**src/esk_pkg.sv**
```systemverilog
// Shared types, codes and tables for the escape sequence key decoder.
`default_nettype none

package esk_pkg;

  localparam int TIMER_BITS_DEFAULT = 16;
  localparam int TIMEOUT_W          = 16;
  localparam logic [TIMEOUT_W-1:0] TIMEOUT_RESET = 16'd50;
  localparam int QUEUE_DEPTH        = 2;

  // received byte values of interest
  localparam logic [7:0] BYTE_BS     = 8'd8;
  localparam logic [7:0] BYTE_ESC    = 8'd27;
  localparam logic [7:0] BYTE_DEL    = 8'd127;
  localparam logic [7:0] BYTE_LBRACK = 8'h5B;  // '['
  localparam logic [7:0] BYTE_SS3    = 8'h4F;  // 'O'
  localparam logic [7:0] BYTE_TILDE  = 8'h7E;  // '~'
  localparam logic [7:0] BYTE_ZERO   = 8'h30;  // '0'
  localparam logic [7:0] BYTE_NINE   = 8'h39;  // '9'
  localparam logic [7:0] BYTE_A      = 8'h41;
  localparam logic [7:0] BYTE_B      = 8'h42;
  localparam logic [7:0] BYTE_C      = 8'h43;
  localparam logic [7:0] BYTE_D      = 8'h44;
  localparam logic [7:0] BYTE_F      = 8'h46;
  localparam logic [7:0] BYTE_H      = 8'h48;

  // special key codes
  localparam logic [7:0] KC_ESC     = 8'd0;
  localparam logic [7:0] KC_UP      = 8'd1;
  localparam logic [7:0] KC_DOWN    = 8'd2;
  localparam logic [7:0] KC_RIGHT   = 8'd3;
  localparam logic [7:0] KC_LEFT    = 8'd4;
  localparam logic [7:0] KC_HOME    = 8'd5;
  localparam logic [7:0] KC_END     = 8'd6;
  localparam logic [7:0] KC_INS     = 8'd7;
  localparam logic [7:0] KC_DEL     = 8'd8;
  localparam logic [7:0] KC_PGUP    = 8'd9;
  localparam logic [7:0] KC_PGDN    = 8'd10;
  localparam logic [7:0] KC_BKSP    = 8'd11;
  localparam logic [7:0] KC_UNKNOWN = 8'd12;

  localparam logic CMD_BYTE = 1'b0;
  localparam logic CMD_TICK = 1'b1;

  typedef enum logic [2:0] {
    MODE_IDLE,
    MODE_ESC,
    MODE_CSI,
    MODE_SS3,
    MODE_DIGITS
  } mode_t;

  typedef enum logic [3:0] {
    CLS_TICK,
    CLS_ESC,
    CLS_LBRACK,
    CLS_SS3,
    CLS_TILDE,
    CLS_DIGIT,
    CLS_LETTER,
    CLS_BKSP,
    CLS_OTHER
  } cls_t;

  // classified beat as held in the queue
  typedef struct packed {
    cls_t       cls;
    logic [3:0] sub;   // digit value or cursor key code
    logic [7:0] data;
  } item_t;

  // key for ESC [ n ~
  function automatic logic [7:0] tilde_key(input logic [3:0] n);
    logic [7:0] k;
    case (n)
      4'd1:    k = KC_HOME;
      4'd2:    k = KC_INS;
      4'd3:    k = KC_DEL;
      4'd4:    k = KC_END;
      4'd5:    k = KC_PGUP;
      4'd6:    k = KC_PGDN;
      4'd7:    k = KC_HOME;
      4'd8:    k = KC_END;
      default: k = KC_UNKNOWN;
    endcase
    return k;
  endfunction

endpackage

`default_nettype wire

```
**src/esk_in_if.sv**
```systemverilog
// Input channel: received bytes and time ticks.
`default_nettype none

interface esk_in_if;
  logic       valid;
  logic       ready;
  logic       command;
  logic [7:0] data_byte;

  modport source (output valid, output command, output data_byte, input ready);
  modport sink   (input valid, input command, input data_byte, output ready);
endinterface

`default_nettype wire

```
**src/esk_out_if.sv**
```systemverilog
// Result channel: decoded key events.
`default_nettype none

interface esk_out_if;
  logic       valid;
  logic       ready;
  logic       is_special;
  logic [7:0] key_value;

  modport source (output valid, output is_special, output key_value, input ready);
  modport sink   (input valid, input is_special, input key_value, output ready);
endinterface

`default_nettype wire

```
**src/escape_sequence_key_decoder_top.sv**
```systemverilog
// Top level of the terminal escape sequence key decoder.
`default_nettype none

// Channel    Dir  Payload                          Handshake
// in_beat    in   command, data_byte[7:0]          valid/ready
// out_beat   out  is_special, key_value[7:0]       valid/ready
// cfg        in   cfg_wdata[15:0] (timeout ticks)  cfg_we, no wait
//
// One beat per cycle sustained while out_beat is not stalled. A beat is
// classified into the two-entry queue, then popped by the sequence state
// machine, which updates mode, digit value and tick counter as it pops.
// A key event appears on out_beat the cycle after its beat leaves the queue.
// Reset (rst_n low, synchronous) clears mode, counter, queue and sets the
// timeout to 50 ticks. A stalled out_beat holds the result register; the
// queue absorbs up to two more beats before in_beat.ready drops.

module escape_sequence_key_decoder_top #(
  parameter int TIMER_BITS = esk_pkg::TIMER_BITS_DEFAULT
) (
  input  wire logic                          clk,
  input  wire logic                          rst_n,
  esk_in_if.sink                             in_beat,
  esk_out_if.source                          out_beat,
  input  wire logic                          cfg_we,
  input  wire logic [esk_pkg::TIMEOUT_W-1:0] cfg_wdata
);

  logic [esk_pkg::TIMEOUT_W-1:0] timeout_r, timeout_nxt;

  esk_pkg::item_t push_item;
  esk_pkg::item_t head;
  logic           push;
  logic           pop;
  logic           q_full;
  logic           q_not_empty;

  // timeout register: taken whenever write enable is high
  assign timeout_nxt = cfg_we ? cfg_wdata : timeout_r;

  always_ff @(posedge clk) begin
    if (!rst_n) begin
      timeout_r <= esk_pkg::TIMEOUT_RESET;
    end else begin
      timeout_r <= timeout_nxt;
    end
  end

  // classify incoming beats: tick, ESC, '[', 'O', '~', digit, cursor letter, backspace, other
  esk_front u_front (
    .in_beat   (in_beat),
    .q_full    (q_full),
    .push_item (push_item),
    .push      (push)
  );

  // decouples input acceptance from output stalls
  esk_queue u_queue (
    .clk       (clk),
    .rst_n     (rst_n),
    .push      (push),
    .push_item (push_item),
    .pop       (pop),
    .full      (q_full),
    .not_empty (q_not_empty),
    .head      (head)
  );

  // sequence decoding, timeout and result register
  esk_back #(
    .TIMER_BITS (TIMER_BITS)
  ) u_back (
    .clk         (clk),
    .rst_n       (rst_n),
    .cfg_timeout (timeout_r),
    .q_not_empty (q_not_empty),
    .head        (head),
    .pop         (pop),
    .out_beat    (out_beat)
  );

endmodule

`default_nettype wire

```
**src/esk_front.sv**
```systemverilog
// Front end: accepts input beats and classifies them for the queue.
`default_nettype none

module esk_front (
  esk_in_if.sink         in_beat,
  input  wire logic      q_full,
  output esk_pkg::item_t push_item,
  output logic           push
);

  assign in_beat.ready = !q_full;
  assign push          = in_beat.valid && !q_full;

  always_comb begin
    push_item.data = in_beat.data_byte;
    push_item.sub  = in_beat.data_byte[3:0];
    push_item.cls  = esk_pkg::CLS_OTHER;
    if (in_beat.command == esk_pkg::CMD_TICK) begin
      push_item.cls = esk_pkg::CLS_TICK;
    end else if (in_beat.data_byte == esk_pkg::BYTE_ESC) begin
      push_item.cls = esk_pkg::CLS_ESC;
    end else if (in_beat.data_byte == esk_pkg::BYTE_LBRACK) begin
      push_item.cls = esk_pkg::CLS_LBRACK;
    end else if (in_beat.data_byte == esk_pkg::BYTE_SS3) begin
      push_item.cls = esk_pkg::CLS_SS3;
    end else if (in_beat.data_byte == esk_pkg::BYTE_TILDE) begin
      push_item.cls = esk_pkg::CLS_TILDE;
    end else if (in_beat.data_byte inside {[esk_pkg::BYTE_ZERO:esk_pkg::BYTE_NINE]}) begin
      push_item.cls = esk_pkg::CLS_DIGIT;
    end else if (in_beat.data_byte inside {esk_pkg::BYTE_BS, esk_pkg::BYTE_DEL}) begin
      push_item.cls = esk_pkg::CLS_BKSP;
    end else begin
      case (in_beat.data_byte)
        esk_pkg::BYTE_A: begin
          push_item.cls = esk_pkg::CLS_LETTER;
          push_item.sub = esk_pkg::KC_UP[3:0];
        end
        esk_pkg::BYTE_B: begin
          push_item.cls = esk_pkg::CLS_LETTER;
          push_item.sub = esk_pkg::KC_DOWN[3:0];
        end
        esk_pkg::BYTE_C: begin
          push_item.cls = esk_pkg::CLS_LETTER;
          push_item.sub = esk_pkg::KC_RIGHT[3:0];
        end
        esk_pkg::BYTE_D: begin
          push_item.cls = esk_pkg::CLS_LETTER;
          push_item.sub = esk_pkg::KC_LEFT[3:0];
        end
        esk_pkg::BYTE_H: begin
          push_item.cls = esk_pkg::CLS_LETTER;
          push_item.sub = esk_pkg::KC_HOME[3:0];
        end
        esk_pkg::BYTE_F: begin
          push_item.cls = esk_pkg::CLS_LETTER;
          push_item.sub = esk_pkg::KC_END[3:0];
        end
        default: push_item.cls = esk_pkg::CLS_OTHER;
      endcase
    end
  end

endmodule

`default_nettype wire

```
**src/esk_queue.sv**
```systemverilog
// Small FIFO of classified beats between front and back.
`default_nettype none

module esk_queue (
  input  wire logic           clk,
  input  wire logic           rst_n,
  input  wire logic           push,
  input  wire esk_pkg::item_t push_item,
  input  wire logic           pop,
  output logic                full,
  output logic                not_empty,
  output esk_pkg::item_t      head
);

  localparam int Depth = esk_pkg::QUEUE_DEPTH;
  localparam int AW    = (Depth > 1) ? $clog2(Depth) : 1;
  localparam int CW    = $clog2(Depth + 1);

  esk_pkg::item_t mem [Depth];

  logic [AW-1:0] wr_ptr_r, wr_ptr_nxt;
  logic [AW-1:0] rd_ptr_r, rd_ptr_nxt;
  logic [CW-1:0] count_r,  count_nxt;

  assign full      = (count_r == CW'(Depth));
  assign not_empty = (count_r != '0);
  assign head      = mem[rd_ptr_r];

  always_comb begin
    wr_ptr_nxt = wr_ptr_r;
    rd_ptr_nxt = rd_ptr_r;
    count_nxt  = count_r;
    if (push) begin
      wr_ptr_nxt = (wr_ptr_r == AW'(Depth - 1)) ? '0 : wr_ptr_r + 1'b1;
    end
    if (pop) begin
      rd_ptr_nxt = (rd_ptr_r == AW'(Depth - 1)) ? '0 : rd_ptr_r + 1'b1;
    end
    if (push && !pop) begin
      count_nxt = count_r + 1'b1;
    end else if (pop && !push) begin
      count_nxt = count_r - 1'b1;
    end
  end

  always_ff @(posedge clk) begin
    if (!rst_n) begin
      wr_ptr_r <= '0;
      rd_ptr_r <= '0;
      count_r  <= '0;
    end else begin
      wr_ptr_r <= wr_ptr_nxt;
      rd_ptr_r <= rd_ptr_nxt;
      count_r  <= count_nxt;
    end
  end

  always_ff @(posedge clk) begin
    if (push) begin
      mem[wr_ptr_r] <= push_item;
    end
  end

endmodule

`default_nettype wire

```
**src/esk_back.sv**
```systemverilog
// Back end: sequence state machine, tick timer and result register.
`default_nettype none

module esk_back #(
  parameter int TIMER_BITS = esk_pkg::TIMER_BITS_DEFAULT
) (
  input  wire logic                          clk,
  input  wire logic                          rst_n,
  input  wire logic [esk_pkg::TIMEOUT_W-1:0] cfg_timeout,
  input  wire logic                          q_not_empty,
  input  wire esk_pkg::item_t                head,
  output logic                               pop,
  esk_out_if.source                          out_beat
);

  localparam int LW = (TIMER_BITS > esk_pkg::TIMEOUT_W) ? TIMER_BITS : esk_pkg::TIMEOUT_W;
  localparam logic [TIMER_BITS-1:0] CntMax = {TIMER_BITS{1'b1}};

  esk_pkg::mode_t mode_r, mode_nxt;
  logic [3:0]            seq_r, seq_nxt;
  logic [TIMER_BITS-1:0] cnt_r, cnt_nxt;
  logic                  out_valid_r, out_valid_nxt;
  logic                  out_special_r;
  logic [7:0]            out_key_r;

  logic                  emit;
  logic                  emit_special;
  logic [7:0]            emit_key;
  logic [TIMER_BITS-1:0] cnt_inc;
  logic [LW-1:0]         tmo_ext;
  logic [LW-1:0]         limit;
  logic                  timed_out;
  logic [7:0]            seq_mul;
  logic [3:0]            seq_acc;

  assign pop = q_not_empty && (!out_valid_r || out_beat.ready);

  // effective timeout: zero acts as one, clipped to the counter range
  assign tmo_ext   = LW'(cfg_timeout);
  assign cnt_inc   = (cnt_r == CntMax) ? cnt_r : cnt_r + 1'b1;
  assign timed_out = (LW'(cnt_inc) >= limit);

  always_comb begin
    if (tmo_ext == '0) begin
      limit = LW'(1);
    end else if (tmo_ext > LW'(CntMax)) begin
      limit = LW'(CntMax);
    end else begin
      limit = tmo_ext;
    end
  end

  // seq * 10 + digit, saturating at 15
  assign seq_mul = {1'b0, seq_r, 3'b000} + {3'b000, seq_r, 1'b0} + {4'h0, head.sub};
  assign seq_acc = (seq_mul > 8'd15) ? 4'd15 : seq_mul[3:0];

  // next mode
  always_comb begin
    mode_nxt = mode_r;
    if (pop) begin
      case (mode_r)
        esk_pkg::MODE_IDLE: begin
          if (head.cls == esk_pkg::CLS_ESC) begin
            mode_nxt = esk_pkg::MODE_ESC;
          end
        end
        esk_pkg::MODE_ESC: begin
          if (head.cls == esk_pkg::CLS_TICK) begin
            mode_nxt = timed_out ? esk_pkg::MODE_IDLE : mode_r;
          end else if (head.cls == esk_pkg::CLS_LBRACK) begin
            mode_nxt = esk_pkg::MODE_CSI;
          end else if (head.cls == esk_pkg::CLS_SS3) begin
            mode_nxt = esk_pkg::MODE_SS3;
          end else begin
            mode_nxt = esk_pkg::MODE_IDLE;
          end
        end
        esk_pkg::MODE_CSI: begin
          if (head.cls == esk_pkg::CLS_TICK) begin
            mode_nxt = timed_out ? esk_pkg::MODE_IDLE : mode_r;
          end else if (head.cls == esk_pkg::CLS_DIGIT) begin
            mode_nxt = esk_pkg::MODE_DIGITS;
          end else begin
            mode_nxt = esk_pkg::MODE_IDLE;
          end
        end
        esk_pkg::MODE_SS3: begin
          if (head.cls == esk_pkg::CLS_TICK) begin
            mode_nxt = timed_out ? esk_pkg::MODE_IDLE : mode_r;
          end else begin
            mode_nxt = esk_pkg::MODE_IDLE;
          end
        end
        esk_pkg::MODE_DIGITS: begin
          if (head.cls == esk_pkg::CLS_TICK) begin
            mode_nxt = timed_out ? esk_pkg::MODE_IDLE : mode_r;
          end else if (head.cls != esk_pkg::CLS_DIGIT) begin
            mode_nxt = esk_pkg::MODE_IDLE;
          end
        end
        default: mode_nxt = esk_pkg::MODE_IDLE;
      endcase
    end
  end

  // results, digit value and timer
  always_comb begin
    emit         = 1'b0;
    emit_special = 1'b1;
    emit_key     = esk_pkg::KC_UNKNOWN;
    seq_nxt      = seq_r;
    cnt_nxt      = cnt_r;
    if (pop) begin
      case (mode_r)
        esk_pkg::MODE_IDLE: begin
          if (head.cls == esk_pkg::CLS_TICK) begin
            emit = 1'b0;
          end else if (head.cls == esk_pkg::CLS_ESC) begin
            seq_nxt = '0;
            cnt_nxt = '0;
          end else if (head.cls == esk_pkg::CLS_BKSP) begin
            emit     = 1'b1;
            emit_key = esk_pkg::KC_BKSP;
          end else begin
            emit         = 1'b1;
            emit_special = 1'b0;
            emit_key     = head.data;
          end
        end
        esk_pkg::MODE_ESC: begin
          if (head.cls == esk_pkg::CLS_TICK) begin
            cnt_nxt  = cnt_inc;
            emit     = timed_out;
            emit_key = esk_pkg::KC_ESC;
          end else if (head.cls == esk_pkg::CLS_LBRACK || head.cls == esk_pkg::CLS_SS3) begin
            cnt_nxt = '0;
          end else begin
            emit     = 1'b1;
            emit_key = esk_pkg::KC_ESC;
          end
        end
        esk_pkg::MODE_CSI: begin
          if (head.cls == esk_pkg::CLS_TICK) begin
            cnt_nxt  = cnt_inc;
            emit     = timed_out;
            emit_key = esk_pkg::KC_ESC;
          end else if (head.cls == esk_pkg::CLS_LETTER) begin
            emit     = 1'b1;
            emit_key = {4'h0, head.sub};
          end else if (head.cls == esk_pkg::CLS_DIGIT) begin
            seq_nxt = head.sub;
            cnt_nxt = '0;
          end else begin
            emit = 1'b1;
          end
        end
        esk_pkg::MODE_SS3: begin
          if (head.cls == esk_pkg::CLS_TICK) begin
            cnt_nxt  = cnt_inc;
            emit     = timed_out;
            emit_key = esk_pkg::KC_ESC;
          end else if (head.cls == esk_pkg::CLS_LETTER) begin
            emit     = 1'b1;
            emit_key = {4'h0, head.sub};
          end else begin
            emit = 1'b1;
          end
        end
        esk_pkg::MODE_DIGITS: begin
          if (head.cls == esk_pkg::CLS_TICK) begin
            cnt_nxt = cnt_inc;
            emit    = timed_out;
          end else if (head.cls == esk_pkg::CLS_DIGIT) begin
            seq_nxt = seq_acc;
            cnt_nxt = '0;
          end else if (head.cls == esk_pkg::CLS_TILDE) begin
            emit     = 1'b1;
            emit_key = esk_pkg::tilde_key(seq_r);
          end else begin
            emit = 1'b1;
          end
        end
        default: emit = 1'b0;
      endcase
      if (emit) begin
        seq_nxt = '0;
        cnt_nxt = '0;
      end
    end
  end

  always_comb begin
    if (pop) begin
      out_valid_nxt = emit;
    end else begin
      out_valid_nxt = out_valid_r && !out_beat.ready;
    end
  end

  always_ff @(posedge clk) begin
    if (!rst_n) begin
      mode_r      <= esk_pkg::MODE_IDLE;
      seq_r       <= '0;
      cnt_r       <= '0;
      out_valid_r <= 1'b0;
    end else begin
      mode_r      <= mode_nxt;
      seq_r       <= seq_nxt;
      cnt_r       <= cnt_nxt;
      out_valid_r <= out_valid_nxt;
    end
  end

  always_ff @(posedge clk) begin
    if (pop && emit) begin
      out_special_r <= emit_special;
      out_key_r     <= emit_key;
    end
  end

  assign out_beat.valid      = out_valid_r;
  assign out_beat.is_special = out_special_r;
  assign out_beat.key_value  = out_key_r;

endmodule

`default_nettype wire

```
**src/flat_wrapper.sv**
```systemverilog
// flat-port wrapper written by rule: the top's interface ports become plain ports
module escape_sequence_key_decoder_top_flat 
#(
  parameter int TIMER_BITS = esk_pkg::TIMER_BITS_DEFAULT
)
  (clk, rst_n, cfg_we, cfg_wdata, in_beat_valid, in_beat_command, in_beat_data_byte, in_beat_ready, out_beat_valid, out_beat_is_special, out_beat_key_value, out_beat_ready);
  esk_in_if in_beat_i ();
  esk_out_if out_beat_i ();
  input  wire logic clk;
  input  wire logic rst_n;
  input  wire logic cfg_we;
  input  wire logic [esk_pkg::TIMEOUT_W-1:0] cfg_wdata;
  input wire logic [$bits(in_beat_i.valid)-1:0] in_beat_valid;
  input wire logic [$bits(in_beat_i.command)-1:0] in_beat_command;
  input wire logic [$bits(in_beat_i.data_byte)-1:0] in_beat_data_byte;
  output wire logic [$bits(in_beat_i.ready)-1:0] in_beat_ready;
  output wire logic [$bits(out_beat_i.valid)-1:0] out_beat_valid;
  output wire logic [$bits(out_beat_i.is_special)-1:0] out_beat_is_special;
  output wire logic [$bits(out_beat_i.key_value)-1:0] out_beat_key_value;
  input wire logic [$bits(out_beat_i.ready)-1:0] out_beat_ready;
  assign in_beat_i.valid = in_beat_valid;
  assign in_beat_i.command = in_beat_command;
  assign in_beat_i.data_byte = in_beat_data_byte;
  assign in_beat_ready = in_beat_i.ready;
  assign out_beat_valid = out_beat_i.valid;
  assign out_beat_is_special = out_beat_i.is_special;
  assign out_beat_key_value = out_beat_i.key_value;
  assign out_beat_i.ready = out_beat_ready;
  escape_sequence_key_decoder_top #(.TIMER_BITS(TIMER_BITS)) u_core (.clk(clk), .rst_n(rst_n), .in_beat(in_beat_i), .out_beat(out_beat_i), .cfg_we(cfg_we), .cfg_wdata(cfg_wdata));
endmodule
```
**config.mk**
```make
export PLATFORM = sky130hd
export DESIGN_NAME = escape_sequence_key_decoder_top_flat
export DESIGN_NICKNAME = d
export VERILOG_FILES = /design/src/esk_pkg.sv /design/src/esk_in_if.sv /design/src/esk_out_if.sv /design/src/escape_sequence_key_decoder_top.sv /design/src/esk_front.sv /design/src/esk_queue.sv /design/src/esk_back.sv /design/src/flat_wrapper.sv
export SDC_FILE = /design/constraint.sdc
export NUM_CORES = 1
export LEC_CHECK = 0
export BUFFER_PORTS_ARGS = -buffer_cell sky130_fd_sc_hd__buf_4
export CAP_MARGIN = 20
export CELL_PAD_IN_SITES_DETAIL_PLACEMENT = 0
export CELL_PAD_IN_SITES_GLOBAL_PLACEMENT = 1
export CORE_MARGIN = 5
export CORE_UTILIZATION = 30
export CTS_CLUSTER_SIZE = 24
export DETAILED_ROUTE_END_ITERATION = 8
export MAX_ROUTING_LAYER = met4
export PLACE_DENSITY_LB_ADDON = 0.05
export SKIP_CTS_REPAIR_TIMING = 1
export SYNTH_ARGS = -nofsm -noshare
export SYNTH_HDL_FRONTEND = slang
export SYNTH_HIERARCHICAL = 1
export SYNTH_SLANG_ARGS = --single-unit
```
**constraint.sdc**
```tcl
create_clock -name clk -period 4.4 [get_ports clk]
set_clock_uncertainty 0.15 [all_clocks]
set_input_delay 0.44 -clock clk [delete_from_list [all_inputs] [get_ports clk]]
set_output_delay 0.44 -clock clk [all_outputs]
set_load 0.005 [all_outputs]
```
=== Word-level counts from Yosys, hierarchy flattened ===
Memory sizes are Yosys's and may differ from the RTL's. A register that Yosys moved wholly into a read port is not among the register bits.
Index checks and enable logic that the tools add are counted.

* Bits in registers: 53
* RAM bits: 32
* Bits in read-only memories: 64
* Logic and storage cells: 178
* Memories: 2

* Add/subtract/negate cells: 7
* Order comparisons: 5
* Equality and inequality tests: 38
* Multiplexer cells: 86
* Bitwise operators: 2
* Reductions and logical operators: 28

{| class="wikitable"
|+ Memory list
! name !! depth !! bits a word !! read ports !! clocked after memory_dff !! wr ports !! RTL line !! source
|-
| (no name shown) || 16 || 4 || 1 || 1 || 0 || esk_pkg.sv:75 || <nowiki>case (n)</nowiki>
|-
| u_core.u_queue.mem || 2 || 16 || 1 || 1 || 1 || esk_queue.sv:19 || <nowiki>esk_pkg::item_t mem [Depth];</nowiki>
|}

{| class="wikitable"
|+ Operators by type and width
! operator !! count
|-
| $mux W16 || 13
|-
| $mux W4 || 30
|-
| $eq A8 B7 Y1 const B || 10
|-
| $pmux W16 S5 || 1
|-
| $mux W8 || 6
|-
| $pmux W8 S4 || 1
|-
| $ne A3 B3 Y1 const B || 9
|-
| $mux W3 || 8
|-
| $pmux W4 S6 || 1
|-
| $mux W1 || 19
|-
| $add A16 B1 Y16 const B || 1
|-
| $eq A16 B16 Y1 const B || 1
|-
| $eq A4 B3 Y1 const B || 4
|-
| $ge A16 B16 Y1 || 1
|-
| $gt A16 B16 Y1 const B || 1
|-
| $logic_not A16 Y1 || 1
|-
| $pmux W3 S5 || 1
|-
| $pmux W4 S3 || 1
|-
| $reduce_and A9 Y1 || 1
|-
| $add A7 B5 Y8 || 1
|-
| $add A8 B4 Y8 || 1
|-
| $eq A4 B2 Y1 const B || 2
|-
| $eq A8 B4 Y1 const B || 1
|-
| $eq A8 B5 Y1 const B || 1
|-
| 30 further kinds || 50
|}

=== Depth between registers and ports, before layout ===
Gate-level depths: netlist of run 1.

* Depth after elaboration: 11
* Gate-level depth with buffers: 22
* Gate-level depth less buffers: 21

=== Hierarchy ===
Netlist of run 1, hierarchy kept.

{| class="wikitable"
|+ Modules (own cells, without submodules)
! module !! instances !! cells an instance !! area an instance (µm²)
|-
| esk_back || 1 || 399 || 3154.3
|-
| esk_queue || 1 || 72 || 1375.1
|-
| escape_sequence_key_decoder_top || 1 || 51 || 608.1
|-
| esk_front || 1 || 58 || 404.1
|}

=== Worst setup path before layout of run 1 ===
OpenSTA, ideal clock, no wires.

* Path kind: register -> register
* From: register u_core.u_back.cnt_r[0]
* To: register with a tool-made name
* Library setup time: 0.121 ns
* Arrival time: 4.551 ns
* Path slack: -0.422 ns
* Stages on the path, launching flop included: 21
* Buffers on the path: 1
* Cell sequence: dfxtp_1 -> ha_1 -> and4_1 -> and3_1 -> clkbuf_1 -> a211oi_1 -> and3_1 -> xor2_1 -> ha_1 -> and4_1 -> a21oi_1 -> o221ai_1 -> o21ai_0 -> o2111ai_2 -> a21oi_4 -> nand3_1 -> a21o_1 -> ha_1 -> nor2_1 -> mux2i_1 -> mux2_2

{| class="wikitable"
|+ RTL lines
! item !! RTL line !! source
|-
| start, declared || esk_back.sv:21 || <nowiki>logic [TIMER_BITS-1:0] cnt_r, cnt_nxt;</nowiki>
|-
| start signal, assigned || esk_back.sv:209 || <nowiki>cnt_r <= cnt_nxt;</nowiki>
|}

==> metrics.md, run 1 <==
| Metric | Value |
|---|---|
| Run status | `completed` |
| Vias in the first global route | `4,535` |
| CTS tree | `done` |
| Critical Path AT | `4310 ps` |
| Top FF cell, synth | `dfxtp_1` |
| Die H | `146 um` |
| Routing usage on met2 | `22.9%` |
| Most instantiated library cell after synthesis | `nand2_1` |
| Hold Path Class | `in -> reg` |
| Clk root buf | `clkbuf_16` |
| Fin. Hold Viols | `0` |
| Initial core utilization | `30.6%` |
| Worst setup EP type | `flop` |
| DR pass1 iterations | `5` |
| Async set-reset flop share out of synthesis | `0%` |
| Final Cycle Share | `95.8%` |
| Worst Setup Start Kind | `flop` |
| Top cells by area, synth | `edfxtp_1 (22%), dfxtp_1 (18%), ha_1 (5.9%), mux2_2 (3.7%), nand2_1 (3.7%)` |
| Worst hold slack | `155 ps` |
| Ant diodes | `0` |
| Clk slew on worst S/H paths | `70 ps` |
| Yosys reg bits | `90` |
| H-tree depth | `3` |
| Antenna-violating nets left | `0` |
| Slew @ Worst Pin | `922 ps` |
| Worst Path Max Fanout | `4` |
| Peak VDD IR | `0.000183 V` |
| First-pass GRT wire length | `24,700 um` |
| EDFF count, synth | `41` |
| Sequential area share after synthesis | `39.9%` |
| Die width | `146 um` |
| Mapped Area | `0.00554 mm^2` |
| Req. time, crit path | `4490 ps` |
| Share of layout cells above drive strength 1 | `28.0%` |
| CTS Buf Count | `9` |
| Die ar. | `0.0213 mm^2` |
| DR vias/cell | `5.15` |
| Initial DRC Count | `284` |
| M3 GR Usage | `2.96%` |
| Synthesis-to-layout area growth | `21.7%` |
| LEAKAGE | `2.65 nW` |
| Hold path depth | `3` |
| DR WL/cell | `17.5 um` |
| Pwr dens | `395 mW/mm^2` |
| Min Tclk post-route | `4220 ps` |
| IO buf count | `40` |
| Post-DP HPWL | `11,800 um` |
| Max-cap violation count | `0` |
| Core ar. | `0.0181 mm^2` |
| Worst skew pair latency | `350 ps` |
| Largest net degree at the start of global routing | `32` |
| Number of nets in the layout | `706` |
| RSZ-0062 raised after global routing | `yes` |
| Crit Path Category | `reg -> reg` |
| Busiest grt layer | `met2` |
| Setup Viol. Count Final | `0` |
| Post-synth top area cell | `edfxtp_1` |
| Setup TNS | `0 ps` |
| Drt total wl | `15,400 um` |
| Synth warn | `6` |
| CTS Buffer Depth | `2` |
| Fmax | `0.237 GHz` |
| Vias | `4,538` |
| Total track usage | `15.0%` |
| Final Max Slew Viols | `0` |
| Mapped Cells | `580` |
| GR Layer Usage met1 | `19.8%` |
| Count of different cell masters after synthesis | `77` |
| Post-Syn Area per Cell | `9.55 um^2` |
| Final Wtd Congestion | `0.803` |
| Initial antenna violation count | `0` |
| Slew Limit Headroom | `38.5%` |
| Worst reg2reg path depth | `20` |
| Ports | `41` |
| Total power | `2.66 mW` |
| Core Rows | `49` |
| Final Util | `37.3%` |
| Syn nets | `638` |
| CTS Sinks | `90` |
| Overflow after GRT | `0` |
| # DRC | `0` |
| Commonest cells in the synthesized netlist | `nand2_1 (54), dfxtp_1 (49), edfxtp_1 (41)` |
| Post-synth top area share | `22.2%` |
layout by cell type (no fill, tap or decap), types with 4 or more instances in the layout:
| cell type | count |
|---|---|
| nor2_1 | 28 |
| nor2b_1 | 20 |
| a22oi_1 | 5 |
| o21a_1 | 4 |
| dfxtp_2 | 7 |
| a31oi_1 | 10 |
| or3_1 | 6 |
| a21oi_1 | 31 |
| and3_1 | 6 |
| and2_1 | 11 |
| nand3_1 | 17 |
| mux2_2 | 17 |
| clkbuf_16 | 9 |
| xor2_1 | 8 |
| nand2b_1 | 4 |
| xnor2_1 | 9 |
| nand2_1 | 50 |
| inv_1 | 32 |
| o211ai_1 | 6 |
| a41oi_1 | 4 |
| edfxtp_1 | 41 |
| a311oi_1 | 4 |
| nand3b_1 | 5 |
| nor4_1 | 5 |
| a211oi_1 | 5 |
| dfxtp_1 | 42 |
| ha_1 | 23 |
| nand4_1 | 11 |
| or2_2 | 5 |
| o21ai_0 | 18 |
| mux2i_1 | 17 |
| buf_4 | 95 |
| nor3_1 | 9 |
stage by stage:
step                      worst slack, ps  std cells  instance area [um^2]
final                                 183        882                  6750
after global routing                -27.4        882                  6750
after floorplan                      2.41        580                  5570
after detailed placement            -39.2        862                  6300
after global placement              -2.45        862                  6300
after CTS                           -71.9        878                  6590
final cells by class:
class,count,area [um^2]
fillers,1841,11300
repair buffers,96,724
multi-input cells,418,3100
clock inverters,7,63.8
well taps,229,287
flip-flops and latches,90,2220
clock buffers,9,225
inverters,33,124
critical path, stage by stage (launching register included):
cell      delay, ps
dfxtp_2         340
ha_4            160
and4_4          180
and3_4          180
buf_4           150
a211oi_4        210
and3_4          220
xor2_2           70
ha_1            300
and4_4          240
o211ai_1        100
a211oi_2        230
o21ai_2         120
o311ai_4        270
and2_4          230
nand3_1          70
a21o_1          200
ha_4            250
nor2_2           90
mux2i_1          70
mux2_4          260
registers in the layout, indices dropped and copies added (netlist names), named ones only:
register	flops
u_core/u_back/out_beat.is_special	1
u_core/u_back/mode_r	3
u_core/u_back/cnt_r	16
u_core/timeout_r	16
u_core/u_back/out_beat.key_value	8
u_core/u_queue/wr_ptr_r	1
u_core/u_queue/rd_ptr_r	1
u_core/u_back/out_beat.valid	1
u_core/u_queue/count_r	2
u_core/u_back/seq_r	4
u_core/u_queue/mem	32
worst paths after layout:
kind                                        startpoint                      to  slack, ps
worst max-delay path            u_core/u_back/cnt_r[1]                    flop        180
worst min register to register  u_core/u_back/cnt_r[7]  u_core/u_back/cnt_r[7]        330
worst min-delay path                      cfg_wdata[1]     u_core/timeout_r[1]        150
worst max register to register  u_core/u_back/cnt_r[1]                    flop        180
layer usage:
| metal | vias up | part of all wire, % | wire [um] |
|---|---|---|---|
| met2 | 76 | 47 | 7290 |
| met3 | 20 | 3.2 | 491 |
| met5 | - | 0 | 0 |
| li1 | 2260 | - | - |
| met4 | 0 | 1.8 | 280 |
| met1 | 2182 | 48 | 7380 |
where the power goes:
group,total [mW],switching (mW),internal (mW),leakage [nW]
logic,0.842,0.500,0.342,1.72
registers,1.06,0.0453,1.01,0.787
clock network,0.761,0.364,0.397,0.137
total,2.66,0.910,1.75,2.65
cells by family after synthesis:
kind of cell	synth area share, %
compound gates	16.8
xor+xnor	2.85
fa+ha+maj	6.77
buf+inv	6.62
flops	39.9
mux	6.73
simple gates	20.3
Note: power is estimated with default switching activity, not from simulation.
==> inputs of run 2 (changes only) <==
Settings changed: BUFFER_PORTS_ARGS -buffer_cell sky130_fd_sc_hd__buf_4 to -buffer_cell sky130_fd_sc_hd__buf_2, RECOVER_POWER from default to 50.
==> run 2 against run 1 <==
- fmax shrank 3.2%
- flip-flop and latch count stayed put
- design area is 1.5% lower
- wire length increased by 1.2%
- first-iteration DRC count decreased by 14%
- worst setup slack got worse by 140 ps
- die area unchanged
- largest cell class unchanged
==> metrics.md, run 2 (same netlist as run 1, synthesis figures left out) <==
| Metric | Value |
|---|---|
| First-pass GRT wire length | `24,600 um` |
| Antenna-violating nets left | `0` |
| Drt total wl | `15,600 um` |
| Setup TNS | `0 ps` |
| Vias in the first global route | `4,470` |
| M3 GR Usage | `3.33%` |
| Final Wtd Congestion | `0.833` |
| Run status | `completed` |
| Crit Path Category | `reg -> reg` |
| Top cell by count, worst path | `ha_4` |
| LEAKAGE | `2.58 nW` |
| CTS tree | `done` |
| Slew Limit Headroom | `25.0%` |
| Worst Path Max Fanout | `3` |
| Worst Setup Start Kind | `flop` |
| Die width | `146 um` |
| Synthesis-to-layout area growth | `19.9%` |
| Worst skew pair latency | `350 ps` |
| Busiest grt layer | `met2` |
| Die H | `146 um` |
| Biggest register | `u_core/u_queue/mem` |
| Final Cycle Share | `99.0%` |
| Clk slew on worst S/H paths | `70 ps` |
| Clk root buf | `clkbuf_16` |
| DR vias/cell | `5.20` |
| CTS Buffer Depth | `2` |
| Share of layout cells above drive strength 1 | `24.2%` |
| Critical Path AT | `4440 ps` |
| Slew @ Worst Pin | `1130 ps` |
| CTS Sinks | `90` |
| Fin. Hold Viols | `0` |
| Ant diodes | `0` |
| CP max-delay cell | `dfxtp_4` |
| Ports | `41` |
| # DRC | `0` |
| Number of flip-flops in the largest register | `32` |
| Most frequent cells in the layout | `nand2_1 (50), buf_4 (50), dfxtp_1 (47)` |
| Routing usage on met2 | `23.3%` |
| Total power | `2.68 mW` |
| Post-DP HPWL | `11,800 um` |
| Core ar. | `0.0181 mm^2` |
| Initial core utilization | `30.6%` |
| Core Rows | `49` |
| Clock power frac | `30.1%` |
| H-tree depth | `3` |
| CP peak stage delay | `360 ps` |
| Initial DRC Count | `245` |
| Gate power share | `30.6%` |
| Req. time, crit path | `4490 ps` |
| Die ar. | `0.0213 mm^2` |
| DR pass1 iterations | `5` |
| Fmax | `0.230 GHz` |
| Peak VDD IR | `0.000182 V` |
| Sw Ratio | `33.7%` |
| Max-cap violation count | `0` |
| Total track usage | `14.9%` |
| Final instance area | `0.00665 mm^2` |
| Pwr dens | `404 mW/mm^2` |
| Post-placement cell area | `0.00619 mm^2` |
| Overflow after GRT | `0` |
| Vias | `4,582` |
| CTS Buf Count | `9` |
| Final worst slack | `43.3 ps` |
| Critical path cell sequence | `ha_4 > and4_1 > and3_4 > buf_6 > a211oi_4 > and3_4 > xor2_4 > ha_4 > and4_4 > o211ai_1 > a211oi_2 > o21ai_2 > buf_6 > o311ai_4 > and2_4 > nand3_1 > a21o_1 > ha_4 > nor2_2 > mux2i_1 > mux2_4` |
| RSZ-0062 raised after global routing | `yes` |
| Pint | `1.78 mW` |
| Largest net degree at the start of global routing | `32` |
| DR WL/cell | `17.7 um` |
| Worst hold slack | `153 ps` |
| Sequential power share | `39.4%` |
| Min Tclk post-route | `4360 ps` |
| NetSw | `0.905 mW` |
| IO buf count | `40` |
| Setup Viol. Count Final | `0` |
| Hold Path Class | `in -> reg` |
| Initial antenna violation count | `0` |
| Largest registers | `u_core/u_queue/mem (32), u_core/timeout_r (16), u_core/u_back/cnt_r (16)` |
| Worst setup EP type | `flop` |
| GR Layer Usage met1 | `19.2%` |
| Final Max Slew Viols | `0` |
| Pre-CTS setup slack | `-144 ps` |
| Number of nets in the layout | `705` |
[run 2: metrics by stage]
stage | util [%] | std cells
finish | 36.7 | 881
global route | 36.7 | 881
CTS | 35.9 | 875
detailed placement | 34.3 | 859
global placement | 34.3 | 859
floorplan | - | 580
[run 2: final timing paths]
kind | start | to | slack (ps) | depth (start not counted)
setup / recovery | u_core/u_back/cnt_r[1] | flop | 40 | 21
hold / removal | cfg_wdata[5] | u_core/timeout_r[5] | 150 | 3
setup reg to reg | u_core/u_back/cnt_r[1] | flop | 40 | 21
hold reg to reg | u_core/u_queue/count_r[1] | u_core/u_queue/count_r[1] | 360 | 2
[run 2: power by group through the flow]
stage	Clock, mW	Combinational [mW]	Sequential (mW)
final	0.806	0.821	1.06
after global routing	0.872	0.908	1.07
after CTS	0.837	0.815	1.06
after detailed placement	0	0.810	1.08
after global placement	0	0.809	1.07
after floorplan	0	0.526	1.07
[run 2: layout make-up]
class / count / area [um^2]
clock buffers: 9 / 225
clock inverters: 7 / 78.8
fillers: 1836 / 11400
inverters: 33 / 124
multi-input cells: 418 / 3100
flip-flops and latches: 90 / 2220
well taps: 229 / 287
repair buffers: 95 / 613
[run 2: worst max-delay path: cells and delay by family, from the launching register on]
kind	cells	cell delay, ps
compound gates	6	1140
xor+xnor	1	90
fa+ha+maj	3	640
buf+inv	2	250
flops	1	360
mux	2	340
simple gates	7	1250
[run 2: routing by layer]
metal / wire [um] / vias up / share of wire (%)
met5: 0 / - / 0
met4: 346 / 0 / 2.2
met3: 524 / 19 / 3.4
met2: 7510 / 72 / 48
met1: 7250 / 2234 / 46
li1: - / 2257 / -
==> inputs of run 3 (changes only) <==
Settings changed: CORE_UTILIZATION 30 to 43.
==> run 3 against run 2 <==
- critical path type unchanged
- global-route usage increased by 4.5 points
- design area down 2.2%
- non-clock buffer count is 15 lower
- hold slack better by 2.9 ps
- clock-buffer cell count unchanged
- cell count is 8.2% lower
- sequential share of layout area is 0.80 points higher
- flip-flop and latch count is the same
- critical path depth is the same
- first-iteration DRC count rose by 40%
- highest routed layer unchanged
- sequential power about the same
- clock power fell by 4.8%
==> metrics.md, run 3 (same netlist as run 1, synthesis figures left out) <==
| Metric | Value |
|---|---|
| Run status | `completed` |
| Hold Path Origin | `cfg_wdata[5]` |
| Vias | `4,501` |
| Worst Path Max Fanout | `5` |
| CTS Buf Count | `9` |
| Final Cycle Share | `96.2%` |
| Number of flip-flops in the largest register | `32` |
| Overflow after GRT | `0` |
| Core ar. | `0.0126 mm^2` |
| Die width | `124 um` |
| Final Util | `51.5%` |
| Final Wtd Congestion | `0.848` |
| Fin. Hold Viols | `0` |
| Sw Ratio | `34.0%` |
| Share of layout cells above drive strength 1 | `23.7%` |
| Final Max Slew Viols | `0` |
| Gate power share | `29.6%` |
| IO buf count | `40` |
| Setup Viol. Count Final | `0` |
| Req. time, crit path | `4490 ps` |
| Pre-CTS setup slack | `-33.0 ps` |
| Max-cap violation count | `0` |
| Synthesis-to-layout area growth | `17.3%` |
| Number of nets in the layout | `690` |
| DR vias/cell | `5.56` |
| Largest registers | `u_core/u_queue/mem (32), u_core/timeout_r (16), u_core/u_back/cnt_r (16)` |
| Pint | `1.71 mW` |
| Hold Path End | `u_core/timeout_r[5]` |
| Post-DP HPWL | `10,400 um` |
| Worst setup EP type | `flop` |
| Drt total wl | `13,900 um` |
| Antenna-violating nets left | `0` |
| Fill cells | `1,228` |
| LEAKAGE | `2.49 nW` |
| Die H | `124 um` |
| H-tree depth | `3` |
| Most frequent cells in the layout | `nand2_1 (52), dfxtp_1 (42), edfxtp_1 (41)` |
| Die ar. | `0.0153 mm^2` |
| Reg2reg start | `u_core/u_back/cnt_r[1]` |
| Ports | `41` |
| Initial antenna violation count | `0` |
| Post-placement cell area | `0.00603 mm^2` |
| Final non-filler cell total | `809` |
| Most common cell after layout, fill and taps aside | `nand2_1` |
| Fmax | `0.236 GHz` |
| DR pass1 iterations | `5` |
| CTS Sinks | `90` |
| CTS tree | `done` |
| Worst skew pair latency | `350 ps` |
| Initial core utilization | `43.9%` |
| Clk root buf | `clkbuf_16` |
| Final instance area | `0.00650 mm^2` |
| Sequential power share | `40.8%` |
| Crit Path Category | `reg -> reg` |
| Pwr dens | `399 mW/mm^2` |
| Critical Path AT | `4320 ps` |
| Worst hold slack | `156 ps` |
| Biggest register | `u_core/u_queue/mem` |
| NetSw | `0.883 mW` |
| Hold Path Class | `in -> reg` |
| First-pass GRT wire length | `22,400 um` |
| Worst Setup Start Kind | `flop` |
| Initial DRC Count | `343` |
| Slew Limit Headroom | `24.9%` |
| Core Rows | `41` |
| DR WL/cell | `17.2 um` |
| Placed cells | `789` |
| Clk slew on worst S/H paths | `70 ps` |
| Largest net degree at the start of global routing | `32` |
| Clock power frac | `29.6%` |
| Hold path depth | `3` |
| CTS Buffer Depth | `2` |
| Total track usage | `19.4%` |
| Worst Setup SP | `u_core/u_back/cnt_r[1]` |
| Worst reg2reg path depth | `21` |
| Min Tclk post-route | `4230 ps` |
| R2r setup slk | `170 ps` |
| Vias in the first global route | `4,310` |
| # DRC | `0` |
| Peak VDD IR | `0.000219 V` |
| Final worst slack | `169 ps` |
| Ant diodes | `0` |
| Slew @ Worst Pin | `1130 ps` |
[run 3: cell count changes in the layout (fill, tap and decap cells not counted), moves of 3 or more]
| cell | delta |
|---|---|
| buf_4 | -12 |
| inv_6 | -4 |
| and2_1 | -3 |
| buf_1 | +3 |
| dfxtp_2 | +6 |
| dfxtp_1 | -5 |
| and2_0 | +3 |
[run 3: power groups by stage]
stage	Sequential (mW)	Clock (mW)	Combinational (mW)
after floorplan	1.07	0	0.526
after global placement	1.07	0	0.748
after detailed placement	1.08	0	0.754
after CTS	1.06	0.786	0.756
after global routing	1.07	0.823	0.852
final	1.06	0.767	0.768
[run 3: how the worst max path moves through the flow]
stage,to,slack [ps],cells past startpoint
2_1_floorplan,flop,2,22
5_1_grt,flop,-30,21
3_5_place_dp,flop,-30,21
6_report,flop,170,21
4_1_cts,flop,-70,21
3_3_place_gp,flop,100,20
[run 3: area by class of cell]
type                            instances  area (um^2)  share of cell area (%)
Timing Repair Buffer                   80          494                    7.60
Multi-Input combinational cell        418         3150                    48.5
Sequential cell                        90         2220                    34.2
Tap cell                              172          215                    3.31
Clock inverter                          7         71.3                    1.10
Clock buffer                            9          225                    3.46
Inverter                               33          124                    1.91
[run 3: through the flow]
| stage | power, mW | setup TNS (ps) |
|---|---|---|
| 2_1_floorplan | 1.59 | 0 |
| 5_1_grt | 2.75 | -27.1 |
| 4_1_cts | 2.60 | -65.1 |
| 3_5_place_dp | 1.83 | -33.0 |
| 3_3_place_gp | 1.82 | 0 |
| 6_report | 2.59 | 0 |
[run 3: metal layers]
layer	wire length, um	GRT usage (%)
met5	0	-
met4	111	5.26
met3	650	3.66
met2	5900	26.5
met1	7220	29.2
[run 3: critical path, stage by stage, from the launching register on]
cell	delay (ps)
dfxtp_2	340
ha_2	180
and4_1	210
and3_4	190
nand2_2	100
nand2_4	80
nor2_4	120
nand3_2	100
xnor2_2	160
ha_1	310
and4_4	230
o211ai_1	100
a211oi_2	280
o21ai_4	120
o311ai_4	240
and2_4	210
nand3_1	70
a21o_1	240
ha_4	250
nor2_1	80
mux2i_1	70
mux2_2	270
